File: src/hdl/tlpt_pkg.sv
// Shared constants, types and helper functions for the two-level page table mapper.
// Used by the controller, the datapath and the top level; depends on nothing else.
package tlpt_pkg;

    // Store geometry.
    localparam int TABLE_FRAMES      = 64;
    localparam int ENTRIES_PER_TABLE = 1024;
    localparam int STORE_DEPTH       = TABLE_FRAMES * ENTRIES_PER_TABLE;
    localparam int IDX_W             = $clog2(ENTRIES_PER_TABLE);
    localparam int REL_W             = (TABLE_FRAMES > 1) ? $clog2(TABLE_FRAMES) : 1;
    localparam int STORE_AW          = REL_W + IDX_W;

    // Field widths and address layout.
    localparam int FRAME_W    = 20;
    localparam int VA_W       = 32;
    localparam int PAGE_SHIFT = 12;
    localparam int DIR_SHIFT  = 22;
    localparam int ENTRY_W    = FRAME_W + 3;
    localparam int IN_W       = 88;
    localparam int OUT_W      = 40;

    localparam logic [FRAME_W-1:0] RESET_BASE_FRAME = FRAME_W'(32'h0010_0000 >> PAGE_SHIFT);

    // Result status codes.
    localparam logic [1:0] ST_OK       = 2'd0;
    localparam logic [1:0] ST_OUTSIDE  = 2'd1;
    localparam logic [1:0] ST_NO_FRAME = 2'd2;

    // Operation codes carried in the request.
    typedef enum logic [1:0] {
        FUNC_MAP   = 2'd0,
        FUNC_UNMAP = 2'd1,
        FUNC_XLATE = 2'd2,
        FUNC_NONE  = 2'd3
    } func_t;

    // Entry store address source.
    typedef enum logic [1:0] {
        ADDR_CLEAR = 2'd0,
        ADDR_DIR   = 2'd1,
        ADDR_TBL   = 2'd2
    } addr_sel_t;

    // Entry store write data source.
    typedef enum logic [1:0] {
        WR_ZERO      = 2'd0,
        WR_DIR_ENTRY = 2'd1,
        WR_TBL_ENTRY = 2'd2,
        WR_UNMAP     = 2'd3
    } wdata_sel_t;

    // Commands from the controller to the datapath.
    typedef struct packed {
        logic       in_ready;
        logic       mem_en;
        logic       mem_we;
        addr_sel_t  addr_sel;
        wdata_sel_t wdata_sel;
        logic       clr_step;
        logic       alloc;
        logic       tframe_load;
        logic       res_set;
        logic [1:0] res_status;
        logic       res_from_pte;
        logic       out_load;
    } ctl_cmd_t;

    // Status from the datapath to the controller.
    typedef struct packed {
        logic  in_valid;
        func_t func;
        logic  dir_in;
        logic  nf_in;
        logic  tfr_in;
        logic  pde_present;
        logic  clr_done;
        logic  out_free;
    } dp_sts_t;

    // True when a frame lies inside the table store.
    function automatic logic frame_in_store(input logic [FRAME_W-1:0] frame,
                                            input logic [FRAME_W-1:0] base);
        logic [FRAME_W:0] diff;
        diff = {1'b0, frame} - {1'b0, base};
        return !diff[FRAME_W] && (diff[FRAME_W-1:0] < FRAME_W'(TABLE_FRAMES));
    endfunction

    // Store slot of one entry inside a frame of the store.
    function automatic logic [STORE_AW-1:0] frame_slot(input logic [FRAME_W-1:0] frame,
                                                       input logic [FRAME_W-1:0] base,
                                                       input logic [IDX_W-1:0]   idx);
        logic [FRAME_W-1:0] rel;
        rel = frame - base;
        return {rel[REL_W-1:0], idx};
    endfunction

    // Stored entry: frame number, user, writable, present (bit 0).
    function automatic logic [ENTRY_W-1:0] make_entry(input logic [FRAME_W-1:0] frame,
                                                      input logic               rw,
                                                      input logic               us);
        return {frame, us, rw, 1'b1};
    endfunction

endpackage

File: src/hdl/tlpt_ctrl.sv
// Sequencing state machine of the page table mapper.
// Depends on tlpt_pkg; drives the datapath through ctl_cmd_t and reads dp_sts_t.
module tlpt_ctrl (
    input  logic               aclk,
    input  logic               aresetn,
    input  tlpt_pkg::dp_sts_t  sts,
    output tlpt_pkg::ctl_cmd_t cmd
);
    import tlpt_pkg::*;

    typedef enum logic [7:0] {
        S_CLEAR    = 8'b0000_0001,
        S_IDLE     = 8'b0000_0010,
        S_DIR_RD   = 8'b0000_0100,
        S_DIR_EVAL = 8'b0000_1000,
        S_TBL_WR   = 8'b0001_0000,
        S_TBL_RD   = 8'b0010_0000,
        S_TBL_EVAL = 8'b0100_0000,
        S_RESP     = 8'b1000_0000
    } state_t;

    state_t state_reg, state_next;

    // State register; reset starts the clearing pass.
    always_ff @(posedge aclk) begin
        if (!aresetn) begin
            state_reg <= S_CLEAR;
        end else begin
            state_reg <= state_next;
        end
    end

    // Next state and command decode.
    always_comb begin
        cmd        = '0;
        state_next = state_reg;
        unique case (state_reg)
            S_CLEAR: begin
                cmd.mem_en    = 1'b1;
                cmd.mem_we    = 1'b1;
                cmd.addr_sel  = ADDR_CLEAR;
                cmd.wdata_sel = WR_ZERO;
                cmd.clr_step  = 1'b1;
                if (sts.clr_done) begin
                    state_next = S_IDLE;
                end
            end
            S_IDLE: begin
                cmd.in_ready = 1'b1;
                if (sts.in_valid) begin
                    state_next = S_DIR_RD;
                end
            end
            S_DIR_RD: begin
                if (sts.func == FUNC_NONE) begin
                    cmd.res_set    = 1'b1;
                    cmd.res_status = ST_OK;
                    state_next     = S_RESP;
                end else if (!sts.dir_in) begin
                    cmd.res_set    = 1'b1;
                    cmd.res_status = ST_OUTSIDE;
                    state_next     = S_RESP;
                end else begin
                    cmd.mem_en   = 1'b1;
                    cmd.addr_sel = ADDR_DIR;
                    state_next   = S_DIR_EVAL;
                end
            end
            S_DIR_EVAL: begin
                if (sts.func == FUNC_MAP) begin
                    if (sts.pde_present) begin
                        cmd.tframe_load = 1'b1;
                        state_next      = S_TBL_WR;
                    end else if (!sts.nf_in) begin
                        cmd.res_set    = 1'b1;
                        cmd.res_status = ST_NO_FRAME;
                        state_next     = S_RESP;
                    end else begin
                        // Allocate a fresh table and link it in the directory.
                        cmd.mem_en    = 1'b1;
                        cmd.mem_we    = 1'b1;
                        cmd.addr_sel  = ADDR_DIR;
                        cmd.wdata_sel = WR_DIR_ENTRY;
                        cmd.alloc     = 1'b1;
                        state_next    = S_TBL_WR;
                    end
                end else if (sts.pde_present) begin
                    cmd.tframe_load = 1'b1;
                    state_next      = S_TBL_RD;
                end else begin
                    cmd.res_set    = 1'b1;
                    cmd.res_status = ST_OK;
                    state_next     = S_RESP;
                end
            end
            S_TBL_WR: begin
                cmd.res_set = 1'b1;
                state_next  = S_RESP;
                if (!sts.tfr_in) begin
                    cmd.res_status = ST_OUTSIDE;
                end else begin
                    cmd.res_status = ST_OK;
                    cmd.mem_en     = 1'b1;
                    cmd.mem_we     = 1'b1;
                    cmd.addr_sel   = ADDR_TBL;
                    cmd.wdata_sel  = WR_TBL_ENTRY;
                end
            end
            S_TBL_RD: begin
                if (!sts.tfr_in) begin
                    cmd.res_set    = 1'b1;
                    cmd.res_status = ST_OUTSIDE;
                    state_next     = S_RESP;
                end else begin
                    cmd.mem_en   = 1'b1;
                    cmd.addr_sel = ADDR_TBL;
                    state_next   = S_TBL_EVAL;
                end
            end
            S_TBL_EVAL: begin
                cmd.res_set    = 1'b1;
                cmd.res_status = ST_OK;
                state_next     = S_RESP;
                if (sts.func == FUNC_UNMAP) begin
                    cmd.mem_en    = 1'b1;
                    cmd.mem_we    = 1'b1;
                    cmd.addr_sel  = ADDR_TBL;
                    cmd.wdata_sel = WR_UNMAP;
                end else begin
                    cmd.res_from_pte = 1'b1;
                end
            end
            S_RESP: begin
                if (sts.out_free) begin
                    cmd.out_load = 1'b1;
                    state_next   = S_IDLE;
                end
            end
            default: begin
                state_next = S_CLEAR;
            end
        endcase
    end

endmodule

File: config.mk
export PLATFORM = sky130hd
export DESIGN_NAME = tlpt_ctrl
export DESIGN_NICKNAME = d
export VERILOG_FILES = /design/src/hdl/tlpt_pkg.sv /design/src/hdl/tlpt_ctrl.sv
export SDC_FILE = /design/constraint.sdc
export NUM_CORES = 1
export LEC_CHECK = 0
export BUFFER_PORTS_ARGS = -buffer_cell sky130_fd_sc_hd__clkbuf_2
export CAP_MARGIN = 0
export CORE_UTILIZATION = 35
export CTS_BUF_LIST = sky130_fd_sc_hd__clkbuf_4 sky130_fd_sc_hd__clkbuf_8
export DETAILED_ROUTE_END_ITERATION = 10
export PLACE_DENSITY_LB_ADDON = 0.1
export SLEW_MARGIN = 20
export SYNTH_ARGS = -nofsm -noshare
export SYNTH_HDL_FRONTEND = slang
export SYNTH_SLANG_ARGS = --single-unit
File: constraint.sdc
create_clock -name aclk -period 2.02 [get_ports aclk]
set_clock_uncertainty 0.15 [all_clocks]
set_input_delay 0.303 -clock aclk [delete_from_list [all_inputs] [get_ports aclk]]
set_output_delay 0.303 -clock aclk [all_outputs]
set_load 0.01 [all_outputs]
==> impl_metrics.toml, run 1 <==
[global_route]
grt_usage = 0.234
grt_pass1_vias = 765
grt.overflow.total = 0
grt_pass1_wl_um = 3570
grt_max_degree = 11
antenna_found_initial = 0

[pwr]
cellPowerDensity_mw_per_mm2 = 499
ir_drop_mv = 0.323
p_leak_uw = 0.000559
power.total_uw = 603

[critical_path]
cp-endpoint = "cmd[13]"
startpoint_type = "flip-flop"
path_common_cell = "or4_4"
path_cells = "or4_4 -> or4_4 -> inv_4 -> or3_4 -> buf_6"
critPathBufInv = 2
crit_slowest_cell = "or4_4"
r2r_end = "state_reg[0]"
crit_arrival_ns = 1.89
timing.rr.start = "state_reg[2]"
cp.depth = 5
max_stage_delay_ns = 0.55
startpoint = "state_reg[2]"
end_kind = "output port"
required_ns = 1.57
path_delay_family = "simple AND/OR/NAND/NOR gates"
cp_max_fo = 3
critPathKind = "reg -> out"
reg2regPathDepth = 5
r2r_setup_slack_ns = 0.03

[clock_network]
cts_buffer_depth = 2
cts_root_buf = "clkbuf_4"
cts_tree = "built"
cts_made_buffers = 3
worstSkewPairLatency_ns = 0.26
cts_htree_levels = 1
holdBufCountCts = 0
cts.clk_slew.worst_paths_ns = 0.06
clkSinkCount = 8

[floorplanning]
boundaryPins = 26
start_util = 0.383
die_h_um = 46.2
dieArea_mm2 = 0.00213
rows = 15
die_w_um = 46.2
core_region_area_mm2 = 0.00178

[sta]
drv_slew = 0
tightest_slew_ns = 0.464
period_minus_slack_ns = 2.35
final.setup.worst_slack_ns = -0.328
relSlewSlack = 0.686
finalHoldViolations = 0
rsz0062_at_grt = "yes"
fin_crit_sh = 1.16
setup_tns_ns = -3.00
max_freq_mhz = 426
finalSetupViolations = 14

[final_layout]
layout.nets = 155
nFillCells = 141
final_util = 0.678
diodes = 0
drive_above_1_share = 0.563
multiInputGateArea_um2 = 604
regArea_um2 = 163
syn_to_final_growth_pct = 76.9
largest_reg_flops = 8
final_cell_area_mm2 = 0.00121

[synth]
ys_ff_latch = 8
seq_area_frac_synth = 0.234
yosysTopAreaCell = "dfxtp_1"
yosysUniqueCellTypes = 35
syn_area_um2 = 683
synth-warning-count = 0
syn_avg_cell_area_um2 = 7.19
synth.area.top_cells = "dfxtp_1, nor4_1, nand2_1"
synthDominantCellAreaShare = 0.234
synth_fp_nets = 106
synthCells = 95

[detailed_routing]
wl_per_cell_um = 13.9
route.met2.wl_um = 1130
viasPerCell = 5.35
antenna_left = 0
highest-signal-layer = "met4"
drtIter0Drc = 15
drc = 0
first_pass_iters = 4
met1Wirelength_um = 1100
wl_met3_um = 70
vias = 894
wl_um = 2320

[placement]
routabilityCongestion = 0.867
placed_area_um2 = 940
dp_hpwl_um = 1620
port-buffer-count = 25

[status]
violations = "setup timing"
outcome = "finished, violations left"

[worst_hold_path]
hold_path_class = "in -> reg"

[run]
maxCapViolations = 0
## routing by layer
| layer | GRT usage | vias up |
|---|---|---|
| li1 | - | 455 |
| met1 | 0.322 | 418 |
| met2 | 0.363 | 19 |
| met3 | 0.0353 | 2 |
| met4 | 0.0882 | 0 |
| met5 | 0 | - |
## Yosys cell counts
cell / number
a211oi_1: 1
a21oi_1: 5
a31o_2: 1
a31oi_1: 3
and2_1: 1
and3_1: 5
and4_1: 1
buf_2: 1
buf_4: 1
buf_6: 1
clkbuf_1: 2
dfxtp_1: 8
inv_1: 3
nand2_1: 10
nand2b_1: 2
nand3_1: 1
nand3b_1: 1
nand4_1: 4
nand4b_1: 4
nor2_1: 8
nor2b_1: 5
nor3_1: 3
nor3b_1: 2
nor4_1: 7
nor4b_1: 1
o21ai_0: 2
o21ai_2: 1
or2_2: 1
or2b_1: 1
or3_1: 3
or3b_2: 1
or4_1: 1
or4_4: 2
xnor2_1: 1
xor2_1: 1
## layout make-up
type,count,share of cell area
repair buffers,49,0.310
multi-input cells,79,0.500
clock buffers,3,0.0186
flip-flops and latches,8,0.135
inverters,3,0.0114
well taps,25,0.0259
## cell usage in the layout, fill, tap and decap left out, types with 2 or more instances in the layout
master    count
nor4_4        3
buf_6        13
a31oi_1       3
nor3_1        2
nand2_2       2
clkbuf_4      3
dfxtp_2       2
or4_4         3
and3_1        3
buf_4        15
clkbuf_2     12
buf_2         8
nor2b_1       5
nand2b_1      2
nor2_1        6
or3_4         2
nand4_1       4
dfxtp_1       6
nand4b_1      4
and3_4        2
a21oi_1       3
nand2_1       8
nor4_1        3
## worst register-to-register path, stage by stage (launching register included)
cell,delay (ns)
dfxtp_2,0.34
or4_4,0.55
or4_4,0.48
buf_4,0.16
o21ai_2,0.14
a31o_2,0.12
## power by group
group | total (µW) | leakage [µW] | internal (µW) | switching (µW)
clock network | 130 | 0.0000138 | 68.5 | 61.8
logic | 300 | 0.000480 | 163 | 137
registers | 173 | 0.0000652 | 168 | 5.63
## how the worst min path moves through the flow
stage / start / end / slack, ns / depth (start not counted)
detailed placement: state_reg[6] / state_reg[1] / 0.41 / 2
floorplan: sts[5] / state_reg[3] / 0.28 / 2
global route: sts[8] / state_reg[2] / 0.17 / 2
CTS: sts[5] / state_reg[3] / 0.16 / 3
finish: sts[5] / state_reg[3] / 0.15 / 3
global placement: state_reg[6] / state_reg[1] / 0.40 / 2
## cell families after synthesis
kind of cell,share of synthesized area
buf+inv,0.0623
flops,0.234
simple gates,0.562
xor+xnor,0.0256
compound gates,0.115
## per-stage QoR
stage	cells	setup WS (ns)	hold slack, ns
floorplan	95	-0.0458	0.277
global placement	153	-0.0610	0.404
detailed placement	153	-0.0546	0.407
CTS	160	-0.333	0.155
global route	167	-0.388	0.173
finish	167	-0.328	0.155
## what timing repair did
item                                    CTS  global route
hold endpoints to repair                  0             0
endpoints found under the setup margin   15            15
buffers inserted                          4             7
pin swaps                                 7             5
resized for setup                        14            36
Note: power is estimated with default switching activity, not from simulation.
==> run 2: changes to the inputs <==
--- a/config.mk
+++ b/config.mk
@@ -5,7 +5,7 @@
 export SDC_FILE = /design/constraint.sdc
 export NUM_CORES = 1
 export LEC_CHECK = 0
-export BUFFER_PORTS_ARGS = -buffer_cell sky130_fd_sc_hd__clkbuf_2
+export BUFFER_PORTS_ARGS = -buffer_cell sky130_fd_sc_hd__buf_2
 export CAP_MARGIN = 0
 export CORE_UTILIZATION = 35
 export CTS_BUF_LIST = sky130_fd_sc_hd__clkbuf_4 sky130_fd_sc_hd__clkbuf_8
==> impl_metrics.toml, run 2 (same netlist as run 1, synthesis figures left out) <==
[clock_network]
cts_made_buffers = 3
cts.clk_slew.worst_paths_ns = 0.06
cts_htree_levels = 1
worstSkewPairLatency_ns = 0.26
cts_root_buf = "clkbuf_4"
clkSinkCount = 8
cts_tree = "built"
cts_buffer_depth = 2

[sta]
setup_tns_ns = -2.88
relSlewSlack = 0.666
fin_crit_sh = 1.16
drv_slew = 0
final.setup.worst_slack_ns = -0.315
max_freq_mhz = 428
finalHoldViolations = 0
tightest_slew_ns = 0.494
finalSetupViolations = 13
rsz0062_at_grt = "yes"
period_minus_slack_ns = 2.33

[detailed_routing]
drtIter0Drc = 30
antenna_left = 0
drc = 0
viasPerCell = 5.77
first_pass_iters = 4
wl_um = 2800
vias = 963
wl_per_cell_um = 16.7

[global_route]
antenna_found_initial = 0
grt.overflow.total = 0
grt_usage = 0.255
grt_pass1_wl_um = 3800
grt_pass1_vias = 815
grt_max_degree = 11

[status]
violations = "setup timing"
outcome = "finished, violations left"

[pwr]
p_leak_uw = 0.000562
power.total_uw = 620
cellPowerDensity_mw_per_mm2 = 512
ir_drop_mv = 0.250

[floorplanning]
boundaryPins = 26
die_w_um = 46.2
core_region_area_mm2 = 0.00178
start_util = 0.383
dieArea_mm2 = 0.00213
die_h_um = 46.2
rows = 15

[critical_path]
crit_arrival_ns = 1.88
timing.rr.start = "state_reg[2]"
cp-endpoint = "cmd[13]"
r2r_end = "state_reg[0]"
critPathKind = "reg -> out"
required_ns = 1.57
reg2regPathDepth = 6
end_kind = "output port"
startpoint = "state_reg[2]"
startpoint_type = "flip-flop"
cp_max_fo = 3
r2r_setup_slack_ns = 0.02

[run]
maxCapViolations = 0

[final_layout]
final_util = 0.679
final_cells = 167
syn_to_final_growth_pct = 77.3
final_common_cell = "buf_2"
diodes = 0
drive_above_1_share = 0.599
nFillCells = 162
layout.nets = 155
final_cell_mix = "buf_2, buf_4, buf_6"
largest_reg_flops = 8

[placement]
routabilityCongestion = 0.843
dp_hpwl_um = 1730
dp_cells = 151
port-buffer-count = 25

[worst_hold_path]
hold_path_class = "in -> reg"
run 2: critical path, cell delays in order, from the launching register on:
cell and delay, ns:
dfxtp_2 0.34, or4_4 0.54, or4_4 0.47, inv_4 0.07
or3_4 0.11, buf_6 0.09
run 2: metrics by stage:
step | instance area, µm² | hold WS (ns) | setup slack [ns]
2_1_floorplan | 717 | 0.277 | -0.0458
6_report | 1210 | 0.169 | -0.315
4_1_cts | 1070 | 0.171 | -0.313
3_5_place_dp | 925 | 0.413 | -0.0540
3_3_place_gp | 925 | 0.401 | -0.0563
5_1_grt | 1210 | 0.188 | -0.359
run 2: per-layer routing:
layer / track usage / wire length [µm]
met4: 0.112 / 29
met1: 0.340 / 1220
met5: 0 / 0
met2: 0.397 / 1430
met3: 0.0431 / 112
run 2: how the worst min path moves through the flow:
| stage | startpoint | end | cells after the start |
|---|---|---|---|
| detailed placement | state_reg[6] | state_reg[1] | 2 |
| global route | sts[8] | state_reg[2] | 2 |
| finish | sts[5] | state_reg[3] | 3 |
| CTS | sts[5] | state_reg[3] | 3 |
| global placement | state_reg[6] | state_reg[1] | 2 |
| floorplan | sts[5] | state_reg[3] | 2 |
run 2: cell type report:
type,count,area [µm²],area share
clock buffer,3,22.5,0.0186
sequential,8,165,0.136
inverter,3,13.8,0.0114
multi-input combinational,79,624,0.515
tap,25,31.3,0.0258
timing repair buffer,49,354,0.292
run 2: repair_timing:
action	in CTS	in global routing
buffers inserted	5	9
gates resized for setup	21	18
endpoints found under the setup margin	14	14
pin swaps	7	10
hold buffers	0	0
run 2: power breakdown:
group	internal (µW)	switching, µW	total [µW]
clock network	68.8	66.2	135
logic	162	149	310
registers	168	6.17	175
